[src/rtl/core/normal_vector_color_encode_unit_assert.svh]
// Assertion macros shared by the normal vector color encoder RTL.
// Each macro expects clk and the active-low reset rst_n in scope.
`ifndef NORMAL_VECTOR_COLOR_ENCODE_UNIT_ASSERT_SVH
`define NORMAL_VECTOR_COLOR_ENCODE_UNIT_ASSERT_SVH

// Same-cycle implication, checked at every rising clock edge out of reset
`define NVCE_ASSERT_IMP(lbl, ante, cons) \
    lbl: assert property (@(posedge clk) disable iff (!rst_n) (ante) |-> (cons)) \
        else $error("nvce assertion failed");

// Next-cycle implication
`define NVCE_ASSERT_NEXT(lbl, ante, cons) \
    lbl: assert property (@(posedge clk) disable iff (!rst_n) (ante) |=> (cons)) \
        else $error("nvce assertion failed");

`endif

[src/rtl/core/nvce_pkg.sv]
// Shared types and constants for the normal vector color encoder.
// No dependencies.
package nvce_pkg;

    // Width of one color channel
    localparam int CHAN_W = 8;

    // One bit of the channel code is settled per search step
    localparam int NUM_STEPS = CHAN_W;

    // Width of the squared channel offset |2k - 256|^2 (max 254^2)
    localparam int AA2_W = 16;

    // Channel value for a zero vector and the fixed alpha
    localparam logic [CHAN_W-1:0] CHAN_MID   = 8'd128;
    localparam logic [CHAN_W-1:0] ALPHA_FULL = 8'd255;

    // Control that travels with every pipeline stage
    typedef struct packed {
        logic valid;
        logic zero;
    } nvce_ctl_t;

    // One finished result
    typedef struct packed {
        logic [CHAN_W-1:0] red;
        logic [CHAN_W-1:0] green;
        logic [CHAN_W-1:0] blue;
        logic              zero;
    } nvce_pix_t;

endpackage

[src/rtl/core/nvce_out_buf.sv]
// Two-entry output queue that decouples the pipeline from the result ready.
// Uses nvce_pkg.
module nvce_out_buf (
    input  logic                clk,
    input  logic                rst_n,
    input  logic                push,
    input  nvce_pkg::nvce_pix_t pix_in,
    output logic                full,
    output logic                out_valid,
    input  logic                out_ready,
    output nvce_pkg::nvce_pix_t pix_out
);

    nvce_pkg::nvce_pix_t slot_reg [2];
    logic                wr_ptr_reg;
    logic                rd_ptr_reg;
    logic [1:0]          cnt_reg;
    logic [1:0]          cnt_next;
    logic                pop;

    assign pop       = out_valid && out_ready;
    assign out_valid = (cnt_reg != 2'd0);
    assign full      = (cnt_reg == 2'd2);
    assign pix_out   = slot_reg[rd_ptr_reg];

    // Occupancy
    always_comb
    begin
        cnt_next = cnt_reg;
        if (push && !pop)
        begin
            cnt_next = cnt_reg + 2'd1;
        end
        else if (pop && !push)
        begin
            cnt_next = cnt_reg - 2'd1;
        end
    end

    // Pointers and count
    always_ff @(posedge clk or negedge rst_n)
    begin
        if (!rst_n)
        begin
            wr_ptr_reg <= 1'b0;
            rd_ptr_reg <= 1'b0;
            cnt_reg    <= 2'd0;
        end
        else
        begin
            cnt_reg <= cnt_next;
            if (push)
            begin
                wr_ptr_reg <= ~wr_ptr_reg;
            end
            if (pop)
            begin
                rd_ptr_reg <= ~rd_ptr_reg;
            end
        end
    end

    // Entry storage
    always_ff @(posedge clk)
    begin
        if (push)
        begin
            slot_reg[wr_ptr_reg] <= pix_in;
        end
    end

endmodule

[config.mk]
export PLATFORM = sky130hd
export DESIGN_NAME = nvce_out_buf
export DESIGN_NICKNAME = d
export VERILOG_FILES = /design/src/rtl/core/normal_vector_color_encode_unit_assert.svh /design/src/rtl/core/nvce_pkg.sv /design/src/rtl/core/nvce_out_buf.sv
export SDC_FILE = /design/constraint.sdc
export NUM_CORES = 1
export LEC_CHECK = 0
export BUFFER_PORTS_ARGS = -buffer_cell sky130_fd_sc_hd__buf_4
export CAP_MARGIN = 20
export CORE_ASPECT_RATIO = 0.5
export CORE_MARGIN = 5
export CORE_UTILIZATION = 55
export CTS_CLUSTER_SIZE = 10
export DETAILED_ROUTE_END_ITERATION = 8
export HOLD_SLACK_MARGIN = 0.08
export PLACE_DENSITY = 0.87
export SLEW_MARGIN = 20
export SYNTH_ARGS = -nofsm -noshare
export SYNTH_HDL_FRONTEND = slang
export SYNTH_SLANG_ARGS = --single-unit
[constraint.sdc]
create_clock -name clk -period 3.51 [get_ports clk]
set_input_delay 0.1755 -clock clk [delete_from_list [all_inputs] [get_ports clk]]
set_output_delay 0.1755 -clock clk [all_outputs]
set_load 0.01 [all_outputs]
# ---- After elaboration in Yosys (flattened, before gate mapping)
# Memory sizes are Yosys's and may differ from the RTL's.
# Cells that the tools add are included.
dict set report totals {
  register_bits 4
  mem_bits_rw 50
  elab_cells 20
  mem_count 1
}
dict set report classes {
  add_sub_neg 2
  n_eq_ne 1
  muxes 4
  n_bitwise 2
  n_reduce_logical 7
}
# memory depth width read_ports rd_ports_with_merged_regs write_ports line
set mem_list {}
lappend mem_list {slot_reg 2 25 1 0 1 nvce_out_buf.sv:14} ;# nvce_pkg::nvce_pix_t slot_reg [2];
# cell count
set ops {}
lappend ops {{$mux 2} 2}
lappend ops {{$reduce_bool 2->1} 2}
lappend ops {{$logic_and 1x1->1} 3}
lappend ops {{$add 2x1->2 const B} 1}
lappend ops {{$eq 2x2->1 const B} 1}
lappend ops {{$logic_not 1->1} 2}
lappend ops {{$mux 1} 2}
lappend ops {{$not 1->1} 2}
lappend ops {{$sub 2x1->2 const B} 1}

# ---- Logic depth before layout (Yosys ltp)
dict set report depth {
  depth_word 5
  ltp_mapped 6
}

# ---- Worst setup path after synthesis
# Ideal clock, no wire load.
dict set report synth_path {
  path_type {reg2reg}
  startpoint {reg wr_ptr_reg}
  endpoint {mem slot_reg[0][0] (netlist name) (enable)}
  setup_ps 410
  arrival_ps 1534
  path_slack_ps 1566
  path_stages_with_launch 2
  n_path_buf 0
  cell_sequence {dfrtp_1 > nor2b_1}
}
# element line
set synth_rtl {}
lappend synth_rtl {{from (decl)} nvce_out_buf.sv:15} ;# logic wr_ptr_reg;
lappend synth_rtl {{from (signal assigned)} nvce_out_buf.sv:54} ;# wr_ptr_reg <= ~wr_ptr_reg;
lappend synth_rtl {{to (decl)} nvce_out_buf.sv:14}
# Straight into the memory's write port.

==> impl_metrics.csv <==
group,metric,value,unit
run_status,status,"finished clean",
routing,routed_wl,4140,µm
logic_synthesis,syn_nets,124,
clocking,cts_tree,"built",
global_route,overflow,0,
routing,drt_pre_antenna_iters,4,
worst_setup_path,crit_fanout,17,
hold_path,holdCritPathClass,"primary input to async pin",
clocking,cts_buffers,5,
floorplan,die_width,97.30,µm
placed_design,place.gp.congestion,0.6183,
floorplan,die_y,53.65,µm
worst_setup_path,rr_startpoint,"rd_ptr_reg$_DFFE_PN0P_",
logic_synthesis,ys.flop_type,"edfxtp_1",
timing,timing.final.ws_setup,1249,ps
worst_setup_path,end_kind,"primary output",
worst_setup_path,r2r_slack,1960,ps
final_layout,drive_gt1_share,48.90,%
timing,post-route-period-util,64.42,%
final_layout,fillers,176,
global_route,grt_max_degree,26,
floorplan,num_rows,15,
placed_design,dp_slack,1617,ps
final_layout,largest_register_ffs,50,
global_route,top_usage_layer,"met2",
logic_synthesis,yosysSeqAreaShare,76.42,%
clocking,cts.repair.resized,0,
floorplan,core,0.003547,mm²
worst_setup_path,reg2reg_depth,2,
routing,drc,0,
logic_synthesis,synth.distinct_cells,15,
routing,drt-wirelength-per-cell,17.77,µm
worst_setup_path,cp.arrival,2090,ps
logic_synthesis,synth.avg_cell_area,22.30,µm²
routing,drtIter0Drc,54,
logic_synthesis,yosysTopAreaCellShare,71.64,%
final_layout,antennaDiodeCount,0,
routing,vias,1156,
logic_synthesis,syn-cell-area,0.002096,mm²
timing,slew_viol_final,0,
logic_synthesis,netlist_instances,94,
timing,skew,3.522,ps
logic_synthesis,yosysMostFrequentCell,"edfxtp_1",
worst_setup_path,critical_path_class,"flop to primary output",
power,irDropWorstVdd,528.7,µV
routing,routed_via_density,4.961,
clocking,cts_root_buf,"clkbuf_8",
timing,period_needed,2261,ps
placed_design,io_buffers,55,
global_route,grt_use_met3,6.210,%
global_route,use_met1,18.92,%
final_layout,area_growth_syn_to_layout,37.73,%
power,total_power,2.002,mW
floorplan,start_util,59.08,%
timing,setup_viol,0,
floorplan,dieArea,0.005220,mm²
logic_synthesis,synthTopCellsByCount,"50 x edfxtp_1, 19 x mux2_4, 6 x mux2_2",
worst_setup_path,cp-start-kind,"flop",
global_route,grt_usage,17.20,%
global_route,grt_pass1_vias,1240,
timing,tns,0,ps
worst_setup_path,reg2reg_to,"rd_ptr_reg$_DFFE_PN0P_",
clocking,cts_setup_buffers,0,
clocking,htreeDepth,2,
final_layout,fin_nets,212,
logic_synthesis,yosys_warnings,0,
timing,worst_pin_slew,904.0,ps
timing,slew_headroom,39.73,%
global_route,antenna_found_initial,0,
global_route,use_met2,30.82,%
job,max_cap_violations,0,
worst_setup_path,cp_data_required_time,3330,ps
timing,clock.fmax,442.3,MHz
power,p_leak,1.165,nW
final_layout,multi_input_area,446.7,µm²
power,p_per_area,693.6,mW/mm²
logic_synthesis,synth_seq_cells,54,
final_layout,register_area,0.001602,mm²
clocking,numClockSinks,54,
routing,ant_nets,0,
global_route,grt_pass1_wl,6479,µm
clocking,clk_latency,300,ps
logic_synthesis,synth_edf_count,50,
clocking,clkTransAtPathRegs,80,ps
timing,final-hold-violation-count,0,
logic_synthesis,post-synth-top-area-cell,"edfxtp_1",
timing,rsz0062_at_grt,"false",
logic_synthesis,yosys-top-cells-area,"edfxtp_1 72%, mux2_4 14%, dfrtp_1 4.8%",
timing,fin_hold_ws,217.1,ps
floorplan,ios,56,
clocking,clockBufferDepth,2,
logic_synthesis,async_reset_ff_share,7.407,%
## cell type report
cell class | count | area share (%)
Sequential cell | 54 | 55.48
Timing Repair Buffer | 84 | 24.19
Multi-Input combinational cell | 37 | 15.47
Clock buffer | 7 | 2.644
Tap cell | 51 | 2.211
## metal layers
layer / up-vias / share of wire, %
met1: 575 / 40
met2: 39 / 52
met3: 10 / 5.8
li1: 532 / -
met5: - / 0
met4: 0 / 2.1
## cell families after synthesis
family | Yosys count | share of synthesized area, %
flops | 54 | 76.42
mux | 25 | 16.84
simple gates | 6 | 1.612
xor+xnor | 5 | 2.090
buf+inv | 3 | 2.448
fa+ha+maj | 1 | 0.5969
## power by group
group,total (mW),leakage (nW),switching [mW],internal (mW)
clock,0.317,0.0383,0.179,0.138
sequential,0.958,0.516,0.0978,0.860
combinational,0.727,0.611,0.295,0.432
total,2.00,1.17,0.572,1.43
## how the worst max path moves through the flow
stage	startpoint	endpoint	slack, ps	depth (start not counted)
6_report	rd_ptr_reg$_DFFE_PN0P_	pix_out[12]	1250	3
2_1_floorplan	wr_ptr_reg$_DFFE_PN0P_	slot_reg[0][0]$_DFFE_PP_	1570	1
3_5_place_dp	rd_ptr_reg$_DFFE_PN0P_	pix_out[15]	1620	3
5_1_grt	rd_ptr_reg$_DFFE_PN0P_	pix_out[12]	1170	3
3_3_place_gp	rd_ptr_reg$_DFFE_PN0P_	pix_out[15]	1620	3
4_1_cts	rd_ptr_reg$_DFFE_PN0P_	pix_out[15]	1280	3
## critical path, cell delays in order, from the launching register on
cell	delay, ps
dfrtp_1	940
buf_4	360
mux2_4	330
buf_4	150
## repair_timing
action                                  4_1_cts  5_1_grt
hold buffers                                 27        0
endpoints found under the setup margin        0        0
endpoints found under the hold margin        55        0
## layout by cell type, fill, tap and decap left out, types with 2 or more instances in the layout
master         instances
buf_4                 57
clkbuf_1               2
clkbuf_8               5
dfrtp_1                4
dlygate4sd3_1         27
edfxtp_1              50
mux2_2                 6
mux2_4                19
xnor2_1                2
xor2_1                 3
## stage by stage
stage	utilization (%)	std cells	area [µm²]
after floorplan	-	94	2096
after global placement	71.57	199	2539
after detailed placement	71.57	199	2539
after CTS	81.34	233	2885
after global routing	81.38	233	2887
final	81.38	233	2887
Note: power is estimated with default switching activity, not from simulation.
