[src/rtl/core/normal_vector_color_encode_unit_assert.svh]
// Assertion macros shared by the normal vector color encoder RTL.
// Each macro expects clk and the active-low reset rst_n in scope.
`ifndef NORMAL_VECTOR_COLOR_ENCODE_UNIT_ASSERT_SVH
`define NORMAL_VECTOR_COLOR_ENCODE_UNIT_ASSERT_SVH

// Same-cycle implication, checked at every rising clock edge out of reset
`define NVCE_ASSERT_IMP(lbl, ante, cons) \
    lbl: assert property (@(posedge clk) disable iff (!rst_n) (ante) |-> (cons)) \
        else $error("nvce assertion failed");

// Next-cycle implication
`define NVCE_ASSERT_NEXT(lbl, ante, cons) \
    lbl: assert property (@(posedge clk) disable iff (!rst_n) (ante) |=> (cons)) \
        else $error("nvce assertion failed");

`endif

[src/rtl/core/nvce_pkg.sv]
// Shared types and constants for the normal vector color encoder.
// No dependencies.
package nvce_pkg;

    // Width of one color channel
    localparam int CHAN_W = 8;

    // One bit of the channel code is settled per search step
    localparam int NUM_STEPS = CHAN_W;

    // Width of the squared channel offset |2k - 256|^2 (max 254^2)
    localparam int AA2_W = 16;

    // Channel value for a zero vector and the fixed alpha
    localparam logic [CHAN_W-1:0] CHAN_MID   = 8'd128;
    localparam logic [CHAN_W-1:0] ALPHA_FULL = 8'd255;

    // Control that travels with every pipeline stage
    typedef struct packed {
        logic valid;
        logic zero;
    } nvce_ctl_t;

    // One finished result
    typedef struct packed {
        logic [CHAN_W-1:0] red;
        logic [CHAN_W-1:0] green;
        logic [CHAN_W-1:0] blue;
        logic              zero;
    } nvce_pix_t;

endpackage

[src/rtl/core/nvce_prep.sv]
// Front end of the encoder: sign/magnitude split, squares, squared length
// and the 65025-scaled squared components. Three register stages. Uses nvce_pkg.
module nvce_prep #(
    parameter int COMP_W = 16
) (
    input  logic                           clk,
    input  logic                           rst_n,
    input  logic                           adv,
    input  logic                           in_valid,
    input  logic [2:0][COMP_W-1:0]         dir,
    output nvce_pkg::nvce_ctl_t            ctl_out,
    output logic [2*COMP_W-1:0]            sumsq_out,
    output logic [2:0][2*COMP_W+15:0]      q_out,
    output logic [2:0]                     neg_out
);

    localparam int SW = 2 * COMP_W;
    localparam int QW = SW + 16;

    // Stage 1: sign and magnitude
    logic [2:0][COMP_W-1:0] mag1_next;
    logic [2:0]             neg1_next;
    logic [2:0][COMP_W-1:0] mag1_reg;
    logic [2:0]             neg1_reg;
    logic                   vld1_reg;

    // Stage 2: squares
    logic [2:0][SW-1:0]     sq2_next;
    logic                   zero2_next;
    logic [2:0][SW-1:0]     sq2_reg;
    logic [2:0]             neg2_reg;
    logic                   zero2_reg;
    logic                   vld2_reg;

    // Stage 3: squared length and scaled squares
    logic [SW-1:0]          sumsq3_next;
    logic [2:0][QW-1:0]     q3_next;
    logic [SW-1:0]          sumsq3_reg;
    logic [2:0][QW-1:0]     q3_reg;
    logic [2:0]             neg3_reg;
    nvce_pkg::nvce_ctl_t    ctl3_reg;

    // Two's complement magnitude; the most negative value maps to 2^(W-1)
    always_comb
    begin
        for (int i = 0; i < 3; i++)
        begin
            neg1_next[i] = dir[i][COMP_W-1];
            mag1_next[i] = neg1_next[i] ? (~dir[i] + COMP_W'(1)) : dir[i];
        end
    end

    // Squares of the magnitudes, zero vector detect
    always_comb
    begin
        for (int i = 0; i < 3; i++)
        begin
            sq2_next[i] = mag1_reg[i] * mag1_reg[i];
        end
        zero2_next = (mag1_reg[0] == '0) && (mag1_reg[1] == '0) && (mag1_reg[2] == '0);
    end

    // 65025 * sq as (sq << 16) - (sq << 9) + sq
    always_comb
    begin
        sumsq3_next = sq2_reg[0] + sq2_reg[1] + sq2_reg[2];
        for (int i = 0; i < 3; i++)
        begin
            q3_next[i] = (QW'(sq2_reg[i]) << 16) - (QW'(sq2_reg[i]) << 9) + QW'(sq2_reg[i]);
        end
    end

    // Valid bits
    always_ff @(posedge clk or negedge rst_n)
    begin
        if (!rst_n)
        begin
            vld1_reg <= 1'b0;
            vld2_reg <= 1'b0;
            ctl3_reg <= '0;
        end
        else if (adv)
        begin
            vld1_reg       <= in_valid;
            vld2_reg       <= vld1_reg;
            ctl3_reg.valid <= vld2_reg;
            ctl3_reg.zero  <= zero2_reg;
        end
    end

    // Payload
    always_ff @(posedge clk)
    begin
        if (adv)
        begin
            mag1_reg   <= mag1_next;
            neg1_reg   <= neg1_next;
            sq2_reg    <= sq2_next;
            neg2_reg   <= neg1_reg;
            zero2_reg  <= zero2_next;
            sumsq3_reg <= sumsq3_next;
            q3_reg     <= q3_next;
            neg3_reg   <= neg2_reg;
        end
    end

    assign ctl_out   = ctl3_reg;
    assign sumsq_out = sumsq3_reg;
    assign q_out     = q3_reg;
    assign neg_out   = neg3_reg;

endmodule

[config.mk]
export PLATFORM = sky130hd
export DESIGN_NAME = nvce_prep
export DESIGN_NICKNAME = d
export VERILOG_FILES = /design/src/rtl/core/normal_vector_color_encode_unit_assert.svh /design/src/rtl/core/nvce_pkg.sv /design/src/rtl/core/nvce_prep.sv
export SDC_FILE = /design/constraint.sdc
export NUM_CORES = 2
export LEC_CHECK = 0
export ABC_AREA = 1
export BUFFER_PORTS_ARGS = -buffer_cell sky130_fd_sc_hd__buf_2
export CAP_MARGIN = 40
export CORE_ASPECT_RATIO = 1.75
export CORE_UTILIZATION = 65
export DETAILED_ROUTE_END_ITERATION = 8
export PLACE_DENSITY_LB_ADDON = 0.3
export SYNTH_ARGS = -nofsm -noshare
export SYNTH_HDL_FRONTEND = slang
export SYNTH_SLANG_ARGS = --single-unit
export TNS_END_PERCENT = 1
[constraint.sdc]
create_clock -name clk -period 7.5 [get_ports clk]
set_input_delay 0.375 -clock clk [delete_from_list [all_inputs] [get_ports clk]]
set_output_delay 0.375 -clock clk [all_outputs]
set_load 0.01 [all_outputs]
## Yosys cells after proc, flatten, opt, wreduce, memory -nomap -nowiden

Cells that the tools add are included.

- Flip-flop bits (word level): 334
- Input bits: 52
- Output and inout bits: 181
- Logic and storage cells: 46

- Add/subtract/negate cells: 11
- Multiply operators: 3
- Mux-type cells: 3
- Bitwise operators: 3
- Reduce and logical (&&, ||, !) cells: 5

Operator list:

| operator | number |
|---|---|
| 48-bit by 32-bit adder with 48-bit output | 3 |
| 48-bit by 41-bit subtractor with 48-bit output | 3 |
| 16-bit by 16-bit multiplier with 32-bit output | 3 |
| 32-bit adder | 2 |
| 16-bit by 1-bit adder with 16-bit output (second input constant) | 3 |
| 16-bit logical NOT | 3 |
| 16-bit inverter | 3 |
| 15-bit two-way mux | 3 |
| 1-bit logical AND | 2 |

## Longest topological paths before layout

- Depth in word-level cells: 3
- Mapped depth: 25
- Depth with buffers taken out: 24

## Least setup slack after synthesis

No wires, ideal clock.

- Kind: register to register
- Start point: reg mag1_reg[22] in the netlist's numbering
- End point: reg sq2_reg[63] in the netlist's numbering, data pin
- Setup time: 0.252 ns
- Arrival time: 5.168 ns
- Required time: 7.248 ns
- Slack: 2.079 ns
- Cell stages (with the launch flop): 24
- Buffers on the path: 2
- Period minus slack after synthesis: 5.421 ns
- Cell sequence: edfxtp_1 clkbuf_1 clkbuf_1 nand2_1 fa_1 inv_1 fa_1 fa_1 fa_1 fa_1 inv_1 fa_1 inv_1 ha_1 nand2_1 inv_1 a21oi_1 nor2_1 nor2_1 nor2_1 nor2_1 nand2_1 nand2_1 nand2_1

RTL lines:

| what | RTL line | text |
|---|---|---|
| start: declaration | nvce_prep.sv:23 | `logic [2:0][COMP_W-1:0] mag1_reg;` |
| start signal: assignment | nvce_prep.sv:96 | `mag1_reg <= mag1_next;` |
| end signal: assignment | nvce_prep.sv:98 | `sq2_reg <= sq2_next;` |
| end: declaration | nvce_prep.sv:30 | `logic [2:0][SW-1:0] sq2_reg;` |

==> key figures <==
Die
  – Die H: ~370 um
  – Site row count: approximately 140
  – Top Ports: 233
  – Initial core utilization: about 66%
  – Core area: about 77000 um2
  – Die Width: 213 um
  – Area of the die: ~79000 um2

Routing
  – Final WL: between 100000 and 150000 um
  – Routed Antenna Nets: 0
  – DR iter-0 viols: between 3000 and 4000
  – Via density per instance: ~5.4
  – DRC viols: 0
  – Vias: between 40000 and 50000
  – First-pass DRT Iterations: 6
  – Avg WL per Cell: between 15 and 20 um

Placement
  – Input/output buffers: around 230
  – DP HPWL: around 130000 um
  – Final GP Congestion: approximately 1.0

Clocking
  – Worst skew pair latency: roughly 600 ps
  – # clock sinks: 328
  – CTS Buf Count: 35
  – H-tree levels: 2
  – Root Driver: clkbuf_16
  – Clk slew on worst S/H paths: roughly 60 ps
  – Postcts setup bufs: 0
  – Clock Path Buffers: 3
  – CTS tree: done
  – Post_cts resized: 0
  – CTS Hold Buffers Added: 4

Synth
  – Top cells by area, synth: fa_1 22%, edfxtp_1 19%, nand2_1 14%, inv_1 13%, ha_1 13%
  – Synthesized flop and latch total: around 330
  – Share of the synthesized area in compound gates (AO/OA/AOI/OAI): under 10%
  – Mapped Area: about 50000 um2
  – Synth warn: 0
  – Post-Synth XOR/XNOR Area: ~3.6%
  – Share of the synthesized area in the top cell type: roughly 22%
  – Post-Synth Simple-Gate Area: a little under a quarter
  – Mux contribution to synthesized area: less than 1%
  – Cells after synthesis: about 7000
  – Post-synth cell types: 42
  – Register area share after synthesis: ~19%
  – Post-synth top area cell: fa_1
  – Syn Area/Cell: 7.46 um2
  – Synth Area in Adders: between 30% and 40%
  – Largest family of logic cells by synthesized area: adder cells

Global route
  – Largest net degree at the start of global routing: around 100
  – Initial antenna violation count: 0
  – First-pass GRT wire length: about 230000 um
  – GR Overflow Total: 0
  – GRT Total Usage: about two fifths
  – Vias in the first global route: ~45000

Final layout
  – Layout cells sized above 1: 6.77%
  – Area Growth Syn to Fin: 6.49%
  – ANT cells: 0
  – Largest register FFs: approximately 140
  – Layout fillers: around 6600
  – Nets@finish: between 8000 and 9000

STA
  – Final hold vios: 0
  – Final setup TNS: 0 ps
  – Worst slew pin tran: a little over 900 ps
  – Fin crit share: approximately four fifths
  – Rel. slew slack: 39.1%
  – RSZ-0062 raised after global routing: no
  – Fmax: ~0.16 GHz
  – # setup viols final: 0
  – Fin crit period: between 6000 and 7000 ps
  – Max-slew violation count: 0
  – Final Skew: between 30 and 40 ps

Critical path
  – Worst Path Required: about 7800 ps
  – CP Data Arrival Time: 6480 ps
  – Crit start category: flop
  – Crit-path max FO: 17
  – CP endpoint kind: flop
  – Kind of critical path: reg -> reg

Min path
  – Hold Crit Class: in -> reg

Run
  – Max Cap Viol: 0

Status
  – Outcome: completed
==> Yosys cell counts <==
| master | number |
|---|---|
| a21boi_0 | 4 |
| a21o_1 | 10 |
| a21oi_1 | 219 |
| a21oi_2 | 1 |
| a31o_2 | 3 |
| a31oi_1 | 7 |
| buf_1 | 5 |
| buf_4 | 3 |
| clkbuf_1 | 94 |
| clkinv_1 | 1 |
| conb_1 | 1 |
| dfrtp_1 | 4 |
| edfxtp_1 | 324 |
| fa_1 | 562 |
| ha_1 | 529 |
| inv_1 | 1813 |
| inv_2 | 20 |
| mux2_2 | 2 |
| nand2_1 | 1963 |
| nand2_2 | 53 |
| nand2b_1 | 1 |
| nand3_1 | 227 |
| nand3_2 | 19 |
| nand3b_1 | 9 |
| nand4_1 | 60 |
| nor2_1 | 375 |
| nor2_2 | 45 |
| nor2_4 | 17 |
| nor3_1 | 48 |
| nor3_2 | 8 |
| nor4_1 | 18 |
| nor4_2 | 1 |
| o211ai_1 | 5 |
| o21a_1 | 7 |
| o21ai_0 | 96 |
| o21ai_1 | 3 |
| o21ai_2 | 1 |
| o21bai_1 | 31 |
| or2_1 | 2 |
| or2_2 | 13 |
| xnor2_1 | 34 |
| xor2_1 | 173 |
==> final cells by class <==
class	instances	area, um2	share of cell area (%)
Clock buffer	39	912	1.69
Clock inverter	24	234	0.432
Inverter	1834	6880	12.7
Multi-Input combinational cell	4552	33700	62.3
Sequential cell	328	9830	18.2
Tap cell	1027	1280	2.37
Timing Repair Buffer	239	1240	2.29
==> cell usage in the layout (no fill, tap or decap), types with 18 or more instances in the layout <==
cell          n
nand2_1    1963
inv_1      1813
fa_1        562
ha_1        529
nor2_1      375
edfxtp_1    324
buf_2       228
nand3_1     227
a21oi_1     219
xor2_1      173
o21ai_0      96
nand4_1      60
nand2_2      53
nor3_1       48
nor2_2       45
clkbuf_16    36
xnor2_1      34
o21bai_1     31
inv_2        20
nand3_2      19
nor4_1       18
==> through the flow <==
stage,util (%),hold slack (ps),cells,cell area [um2],worst slack [ps]
after floorplan,-,79.4,6816,50800,2080
after global placement,68.4,182,7976,52900,1480
after detailed placement,68.4,184,7976,52900,1410
after CTS,70.0,11.1,8043,54100,1420
after global routing,70.0,30.1,8043,54100,1090
final,70.0,38.5,8043,54100,1350
==> metal layers <==
layer	track usage, %	wire [um]	up-vias	part of all wire, %
met5	0	0	-	0
met4	28.5	12900	0	8.8
met3	4.46	8570	592	5.8
met2	68.4	73900	1701	50
met1	40.9	52100	20400	35
li1	-	-	20700	-
==> critical path, stage by stage, from the launching register on <==
cell	delay [ps]
edfxtp_1	750
nand2_1	240
inv_1	80
fa_1	530
inv_1	60
fa_1	540
inv_1	60
fa_1	480
fa_1	510
fa_1	500
inv_1	50
fa_1	470
inv_1	40
ha_1	340
a21oi_1	240
a21boi_0	400
nand3_1	250
nand2_1	180
nand3_1	80
nand2_1	70
nand2_1	40
==> cell families (layout without fill, tap and decap cells) <==
logic type	Yosys count	count (layout)
adder cells (fa/ha/maj)	1091	1091
AO/OA/AOI/OAI	387	387
other	1	6
buffers and inverters	1936	2136
multiplexers	2	2
XOR/XNOR	207	207
flip-flops	328	328
AND/OR/NAND/NOR	2859	2859
==> path summary, 6_finish.rpt <==
check | from | end | slack, ps | depth (start not counted)
worst max register to register | mag1_reg[19]$_DFFE_PP_ | sq2_reg[61]$_DFFE_PP_ | 1350 | 20
worst min register to register | sq2_reg[0]$_DFFE_PP_ | q_out[0]$_DFFE_PP_ | 430 | 0
worst max-delay path | mag1_reg[19]$_DFFE_PP_ | sq2_reg[61]$_DFFE_PP_ | 1350 | 20
max in group asynchronous | rst_n | vld1_reg$_DFFE_PN0P_ | 7250 | 2
min in group asynchronous | rst_n | ctl_out[1]$_DFFE_PN0P_ | 130 | 2
worst min-delay path | dir[32] | mag1_reg[32]$_DFFE_PP_ | 40 | 1
Power is not shown: default switching activity piles up to over one toggle a cycle in this logic, so the estimate is an artifact.
