File: src/rtl/core/normal_vector_color_encode_unit_assert.svh
// Assertion macros shared by the normal vector color encoder RTL.
// Each macro expects clk and the active-low reset rst_n in scope.
`ifndef NORMAL_VECTOR_COLOR_ENCODE_UNIT_ASSERT_SVH
`define NORMAL_VECTOR_COLOR_ENCODE_UNIT_ASSERT_SVH

// Same-cycle implication, checked at every rising clock edge out of reset
`define NVCE_ASSERT_IMP(lbl, ante, cons) \
    lbl: assert property (@(posedge clk) disable iff (!rst_n) (ante) |-> (cons)) \
        else $error("nvce assertion failed");

// Next-cycle implication
`define NVCE_ASSERT_NEXT(lbl, ante, cons) \
    lbl: assert property (@(posedge clk) disable iff (!rst_n) (ante) |=> (cons)) \
        else $error("nvce assertion failed");

`endif

File: src/rtl/core/nvce_pkg.sv
// Shared types and constants for the normal vector color encoder.
// No dependencies.
package nvce_pkg;

    // Width of one color channel
    localparam int CHAN_W = 8;

    // One bit of the channel code is settled per search step
    localparam int NUM_STEPS = CHAN_W;

    // Width of the squared channel offset |2k - 256|^2 (max 254^2)
    localparam int AA2_W = 16;

    // Channel value for a zero vector and the fixed alpha
    localparam logic [CHAN_W-1:0] CHAN_MID   = 8'd128;
    localparam logic [CHAN_W-1:0] ALPHA_FULL = 8'd255;

    // Control that travels with every pipeline stage
    typedef struct packed {
        logic valid;
        logic zero;
    } nvce_ctl_t;

    // One finished result
    typedef struct packed {
        logic [CHAN_W-1:0] red;
        logic [CHAN_W-1:0] green;
        logic [CHAN_W-1:0] blue;
        logic              zero;
    } nvce_pix_t;

endpackage

File: src/rtl/core/nvce_search_step.sv
// One bit of the channel code search for all three components, three stages:
// offset square, partial products against the squared length, compare. Uses nvce_pkg.
module nvce_search_step #(
    parameter int COMP_W  = 16,
    parameter int BIT_POS = 7
) (
    input  logic                                   clk,
    input  logic                                   rst_n,
    input  logic                                   adv,
    input  nvce_pkg::nvce_ctl_t                    ctl_in,
    input  logic [2*COMP_W-1:0]                    sumsq_in,
    input  logic [2:0][2*COMP_W+15:0]              q_in,
    input  logic [2:0]                             neg_in,
    input  logic [2:0][nvce_pkg::CHAN_W-1:0]       res_in,
    output nvce_pkg::nvce_ctl_t                    ctl_out,
    output logic [2*COMP_W-1:0]                    sumsq_out,
    output logic [2:0][2*COMP_W+15:0]              q_out,
    output logic [2:0]                             neg_out,
    output logic [2:0][nvce_pkg::CHAN_W-1:0]       res_out
);

    localparam int SW = 2 * COMP_W;
    localparam int QW = SW + 16;
    localparam int CW = nvce_pkg::CHAN_W;
    localparam int AW = nvce_pkg::AA2_W;
    localparam int PW = AW + COMP_W;
    localparam logic [CW-1:0] TRIAL_BIT = CW'(1) << BIT_POS;

    // Stage A: trial code and squared offset |2k - 256|^2
    logic [2:0][CW-1:0]  trial_next;
    logic [2:0][CW-1:0]  dbl_next;
    logic [2:0][CW-1:0]  aa_next;
    logic [2:0][AW-1:0]  aa2_next;
    logic [2:0]          apos_next;
    nvce_pkg::nvce_ctl_t ctl_a_reg;
    logic [SW-1:0]       sumsq_a_reg;
    logic [2:0][QW-1:0]  q_a_reg;
    logic [2:0]          neg_a_reg;
    logic [2:0]          apos_a_reg;
    logic [2:0][CW-1:0]  trial_a_reg;
    logic [2:0][CW-1:0]  res_a_reg;
    logic [2:0][AW-1:0]  aa2_a_reg;

    // Stage B: aa2 * sumsq as two half-width partial products
    logic [2:0][PW-1:0]  plo_next;
    logic [2:0][PW-1:0]  phi_next;
    nvce_pkg::nvce_ctl_t ctl_b_reg;
    logic [SW-1:0]       sumsq_b_reg;
    logic [2:0][QW-1:0]  q_b_reg;
    logic [2:0]          neg_b_reg;
    logic [2:0]          apos_b_reg;
    logic [2:0][CW-1:0]  trial_b_reg;
    logic [2:0][CW-1:0]  res_b_reg;
    logic [2:0][PW-1:0]  plo_b_reg;
    logic [2:0][PW-1:0]  phi_b_reg;

    // Stage C: compare and keep or drop the trial bit
    logic [2:0][QW-1:0]  prod_c;
    logic [2:0]          fits_c;
    logic [2:0][CW-1:0]  res_next;
    nvce_pkg::nvce_ctl_t ctl_c_reg;
    logic [SW-1:0]       sumsq_c_reg;
    logic [2:0][QW-1:0]  q_c_reg;
    logic [2:0]          neg_c_reg;
    logic [2:0][CW-1:0]  res_c_reg;

    // Offset a = 2k - 256; for k >= 128 it is 2*(k-128), else 256 - 2k
    always_comb
    begin
        for (int i = 0; i < 3; i++)
        begin
            trial_next[i] = res_in[i] | TRIAL_BIT;
            dbl_next[i]   = {trial_next[i][CW-2:0], 1'b0};
            aa_next[i]    = trial_next[i][CW-1] ? dbl_next[i] : (~dbl_next[i] + CW'(1));
            aa2_next[i]   = aa_next[i] * aa_next[i];
            apos_next[i]  = trial_next[i][CW-1] && (trial_next[i][CW-2:0] != '0);
        end
    end

    // Low and high halves of the squared length
    always_comb
    begin
        for (int i = 0; i < 3; i++)
        begin
            plo_next[i] = aa2_a_reg[i] * sumsq_a_reg[COMP_W-1:0];
            phi_next[i] = aa2_a_reg[i] * sumsq_a_reg[SW-1:COMP_W];
        end
    end

    // Keep bit when (2k - 256) * L <= 255 * |v| with the proper sign
    always_comb
    begin
        for (int i = 0; i < 3; i++)
        begin
            prod_c[i] = {phi_b_reg[i], {COMP_W{1'b0}}} + {{COMP_W{1'b0}}, plo_b_reg[i]};
            if (apos_b_reg[i])
            begin
                fits_c[i] = !neg_b_reg[i] && (prod_c[i] <= q_b_reg[i]);
            end
            else
            begin
                fits_c[i] = !neg_b_reg[i] || (prod_c[i] >= q_b_reg[i]);
            end
            res_next[i] = fits_c[i] ? trial_b_reg[i] : res_b_reg[i];
        end
    end

    // Valid bits
    always_ff @(posedge clk or negedge rst_n)
    begin
        if (!rst_n)
        begin
            ctl_a_reg <= '0;
            ctl_b_reg <= '0;
            ctl_c_reg <= '0;
        end
        else if (adv)
        begin
            ctl_a_reg <= ctl_in;
            ctl_b_reg <= ctl_a_reg;
            ctl_c_reg <= ctl_b_reg;
        end
    end

    // Payload
    always_ff @(posedge clk)
    begin
        if (adv)
        begin
            sumsq_a_reg <= sumsq_in;
            q_a_reg     <= q_in;
            neg_a_reg   <= neg_in;
            apos_a_reg  <= apos_next;
            trial_a_reg <= trial_next;
            res_a_reg   <= res_in;
            aa2_a_reg   <= aa2_next;

            sumsq_b_reg <= sumsq_a_reg;
            q_b_reg     <= q_a_reg;
            neg_b_reg   <= neg_a_reg;
            apos_b_reg  <= apos_a_reg;
            trial_b_reg <= trial_a_reg;
            res_b_reg   <= res_a_reg;
            plo_b_reg   <= plo_next;
            phi_b_reg   <= phi_next;

            sumsq_c_reg <= sumsq_b_reg;
            q_c_reg     <= q_b_reg;
            neg_c_reg   <= neg_b_reg;
            res_c_reg   <= res_next;
        end
    end

    assign ctl_out   = ctl_c_reg;
    assign sumsq_out = sumsq_c_reg;
    assign q_out     = q_c_reg;
    assign neg_out   = neg_c_reg;
    assign res_out   = res_c_reg;

endmodule

File: config.mk
export PLATFORM = sky130hd
export DESIGN_NAME = nvce_search_step
export DESIGN_NICKNAME = d
export VERILOG_FILES = /design/src/rtl/core/normal_vector_color_encode_unit_assert.svh /design/src/rtl/core/nvce_pkg.sv /design/src/rtl/core/nvce_search_step.sv
export SDC_FILE = /design/constraint.sdc
export NUM_CORES = 2
export LEC_CHECK = 0
export BUFFER_PORTS_ARGS = -buffer_cell sky130_fd_sc_hd__clkbuf_2
export CELL_PAD_IN_SITES_DETAIL_PLACEMENT = 1
export CELL_PAD_IN_SITES_GLOBAL_PLACEMENT = 2
export CORE_AREA = 8 8 477 479
export CTS_CLUSTER_DIAMETER = 60
export DETAILED_ROUTE_END_ITERATION = 8
export DIE_AREA = 0 0 485 487
export PLACE_DENSITY = 0.73
export SYNTH_ARGS = -nofsm -noshare
export SYNTH_HDL_FRONTEND = slang
export SYNTH_SLANG_ARGS = --single-unit
File: constraint.sdc
create_clock -name clk -period 7 [get_ports clk]
set_input_delay 1.05 -clock clk [delete_from_list [all_inputs] [get_ports clk]]
set_output_delay 1.05 -clock clk [all_outputs]
set_load 0.03 [all_outputs]
# [After elaboration in Yosys (flattened, before gate mapping)]
# Index checks and enable logic that the tools add are counted.
[op_classes] n_addsub=3 multipliers=9 magnitude_cmp=6 muxes=6 n_reduce_logical=12
[op_table] op="multiplier 14 x 16 -> 30 bit" count=6
[op_table] op="adder 48 x 32 -> 48 bit" count=3
[op_table] op=">= comparator 48 bit" count=3
[op_table] op="less-or-equal comparator 48 bit" count=3
[op_table] op="multiplier 7 x 7 -> 14 bit" count=3
[op_table] op="two-way mux 7 bit" count=3
[op_table] op="nonzero test 7 bit" count=3
[op_table] op="logical AND 1 bit" count=3
[op_table] op="zero test 1 bit" count=3
[op_table] op="logical OR 1 bit" count=3
[op_table] op="two-way mux 1 bit" count=3
[totals] register_bits=885 in_bits=208 out_inout_bits=205 wordCells=86

# [Depth between registers and ports, before layout]
[depth] word_depth=5 mapped_depth=25 depth_no_buf=22

# [Least setup slack after synthesis]
# Ideal clock, no wire load.
[synth_path] path_type="flip-flop to flip-flop" from="register sumsq_a_reg[26]" to="register phi_b_reg[94] (netlist bit) (data pin)" setup_ns=0.259 t_arrival_ns=5.810 required_ns=6.741 setup_slack_ns=0.931 path_stages_with_launch=23 n_path_buf=2 synth_period_minus_slack_ns=6.069 cell_sequence="edfxtp_1 > clkbuf_1 > clkbuf_1 > nand2_1 > fa_1 > fa_1 > inv_1 > fa_1 > fa_1 > fa_1 > inv_1 > fa_1 > inv_1 > ha_1 > a21o_1 > a21o_1 > a21oi_1 > nand2b_1 > o211ai_2 > a21oi_2 > a31o_1 > a221o_1 > xor2_1"
[synth_lines] item="from (decl)" line="nvce_search_step.sv:36" text="logic [SW-1:0] sumsq_a_reg;"
[synth_lines] item="from (signal assigned)" line="nvce_search_step.sv:130" text="sumsq_a_reg <= sumsq_in;"
[synth_lines] item="to (signal assigned)" line="nvce_search_step.sv:145" text="phi_b_reg <= phi_next;"
[synth_lines] item="to (decl)" line="nvce_search_step.sv:55" text="logic [2:0][PW-1:0] phi_b_reg;"

==> flow_metrics.env <==
export IMPL_ys_seq_area_frac=0.3280
export IMPL_root_buffer="clkbuf_16"
export IMPL_async_reset_ff_frac=0.007168
export IMPL_min_delay_start="q_a_reg[81]"
export IMPL_cp_data_arrival_time_ns=7.16
export IMPL_path_delay_family="adder cells"
export IMPL_cts_buffers_inserted=115
export IMPL_crit_top_cell="fa_1"
export IMPL_die_area_um2=236200
export IMPL_drc_errors=0
export IMPL_drt_pass1_iterations=5
export IMPL_antenna_found_initial=16
export IMPL_ios=413
export IMPL_crit_fanout=20
export IMPL_synth_edf_count=831
export IMPL_min_path_type="register to register"
export IMPL_synth_cells=6844
export IMPL_htreeDepth=3
export IMPL_via_count=49500
export IMPL_cts_tree="done"
export IMPL_max_slew_margin_rel=0.3605
export IMPL_skew_ns=0.05829
export IMPL_critPathLaunchType="register"
export IMPL_place_gp_congestion=0.8140
export IMPL_clock_sink_count=837
export IMPL_cp_num_buf_inv=4
export IMPL_reg2reg_depth=20
export IMPL_globalRouteOverflowTotal=0
export IMPL_crit_type="register to register"
export IMPL_clock_fmax_mhz=150.4
export IMPL_coreArea_um2=220400
export IMPL_grt_pass1_wl_mm=324.5
export IMPL_synth_cell_area_um2=76530
export IMPL_cp_required_ns=7.51
export IMPL_rr_startpoint="aa2_a_reg[12]"
export IMPL_grt_max_degree=172
export IMPL_cts_hold_buf=1
export IMPL_clk_pin_slew_worst_paths_ns=0.06
export IMPL_finalCritPeriodShare=0.9496
export IMPL_rrSetupSlack_ns=0.35
export IMPL_die_w_um=485
export IMPL_hold_viol_final=0
export IMPL_maxCapViolations=0
export IMPL_ant_nets=0
export IMPL_ys_seq_elements=837
export IMPL_viasPerCell=4.831
export IMPL_hpwl_mm=158.4
export IMPL_slew_violations=0
export IMPL_start_util=0.3473
export IMPL_post_cts_setup_buffers=0
export IMPL_nNetsFinal=9290
export IMPL_path_depth=20
export IMPL_slowest_stage="edfxtp_1"
export IMPL_clk_latency_ns=0.79
export IMPL_synthToLayoutAreaGrowth_pct=13.23
export IMPL_grt_pass1_vias=56370
export IMPL_rsz0062_at_grt="false"
export IMPL_outcome="completed"
export IMPL_period_minus_slack_ns=6.648
export IMPL_whs_endpoint="q_b_reg[81]"
export IMPL_portBuffers=412
export IMPL_gr_usage_all_layers=0.1743
export IMPL_totalWireLength_mm=206.1
export IMPL_die_h_um=487
export IMPL_worst_pin_slew_ns=0.9592
export IMPL_cp_cell_sequence="and2_1, fa_1, inv_1, fa_1, inv_1, fa_1, fa_1, fa_1, inv_1, fa_1, inv_1, ha_1, nand3_1, o21ai_0, a31oi_1, a211oi_1, o31ai_1, a21oi_1, nor4b_1, a211o_1"
export IMPL_synth_area_per_cell_um2=11.18
export IMPL_avgRoutedWirePerCell_um=20.11
export IMPL_setup_violations=0
export IMPL_placed_area_um2=82870
export IMPL_cp_end_kind="register"
export IMPL_setup_tns_ns=0
export IMPL_yosysUniqueCellTypes=82
export IMPL_layout_drive_gt1_share=0.1071
export IMPL_design_area_um2=86660
export IMPL_ys_flop_type="edfxtp_1"
export IMPL_critPathMaxStageDelay_ns=0.76
export IMPL_rows=173
export IMPL_hold_depth=0
export IMPL_drtIter0Drc=2198
export IMPL_clockBufferDepth=3
export IMPL_r2r_end="plo_b_reg[30]"
export IMPL_synth_warnings=0
export IMPL_cts_resized_gates=0
area by class of cell:
cell class                 count  area [um^2]
fill                       24050       133700
multi-input combinational   4638        46290
sequential                   837        25100
inverter                    1099         4125
timing repair buffer         567         3751
tap                         2887         3612
clock buffer                 137         3034
clock inverter                77        734.5
antenna                        3        7.507
routing by layer:
| metal | vias up | wire [um] | share of wire | track usage |
|---|---|---|---|---|
| li1 | 22980 | - | - | - |
| met1 | 25480 | 90110 | 0.44 | 0.2209 |
| met2 | 752 | 102600 | 0.50 | 0.3103 |
| met3 | 282 | 7745 | 0.038 | 0.02742 |
| met4 | 4 | 5545 | 0.027 | 0.04599 |
| met5 | - | 20 | 0.000097 | 0 |
synthesized netlist by cell type, drive strengths merged (32+ instances only):
cell type | count | area (um^2)
a21o | 158 | 1186
a21oi | 208 | 1052
and2 | 641 | 4010
and3 | 32 | 200.2
clkbuf | 292 | 1096
edfxtp | 831 | 24950
fa | 959 | 19200
ha | 865 | 10820
inv | 1099 | 4125
nand2 | 758 | 2845
nand2b | 47 | 294.0
nand3 | 38 | 190.2
nand4 | 53 | 331.6
nor2 | 145 | 544.3
nor3 | 50 | 255.3
o21ai | 103 | 526.8
xnor2 | 185 | 1620
xor2 | 87 | 762.0
layout by cell type (no fill, tap or decap), types with 12 or more instances in the layout:
master	n
buf_12	41
ha_1	865
nor2_1	145
clkbuf_1	18
inv_8	14
o21a_1	22
clkinv_1	14
nand2_1	758
nand3_1	38
nand4_1	53
nand2b_1	47
xnor2_1	185
and2_1	641
a211oi_1	14
clkinv_2	14
o21bai_1	31
clkbuf_2	411
a31oi_1	19
fa_1	959
clkbuf_16	118
conb_1	24
nor4_1	12
o21ai_0	84
nor2b_1	31
a21oi_1	205
buf_4	113
inv_1	1099
nor3_1	49
edfxtp_1	831
o21ai_1	18
a21o_1	158
xor2_1	87
and3_1	32
inv_6	12
worst max path at each step:
stage / from / end / slack, ns
2_1_floorplan: sumsq_a_reg[26] / phi_b_reg[94] / 0.93
3_5_place_dp: aa2_a_reg[26] / plo_b_reg[63] / 0.48
6_report: aa2_a_reg[12] / plo_b_reg[30] / 0.35
5_1_grt: aa2_a_reg[12] / plo_b_reg[30] / 0.02
4_1_cts: aa2_a_reg[26] / plo_b_reg[63] / 0.41
3_3_place_gp: aa2_a_reg[12] / plo_b_reg[30] / 0.52
kinds of logic after synthesis:
kind of cell	share of synthesized area
multiplexers	0.002501
buffers and inverters	0.06827
other	0.00004900
flip-flops	0.3280
adder cells (fa/ha/maj)	0.3923
XOR/XNOR	0.03113
AND/OR/NAND/NOR	0.1215
AO/OA/AOI/OAI	0.05622
stage by stage:
stage / utilization / cells / setup WS, ns / hold WS [ns]
global route: 0.3933 / 10240 / 0.02409 / 0.3647
CTS: 0.3932 / 10240 / 0.4056 / 0.3386
detailed placement: 0.3761 / 10030 / 0.4755 / 0.4052
finish: 0.3933 / 10250 / 0.3525 / 0.3934
global placement: 0.3761 / 10030 / 0.5178 / 0.4008
floorplan: - / 6867 / 0.9315 / 0.4003
Power is left out: the tool's default activity adds up to more than one toggle a clock period on the data nets, which glitch-free logic cannot reach.
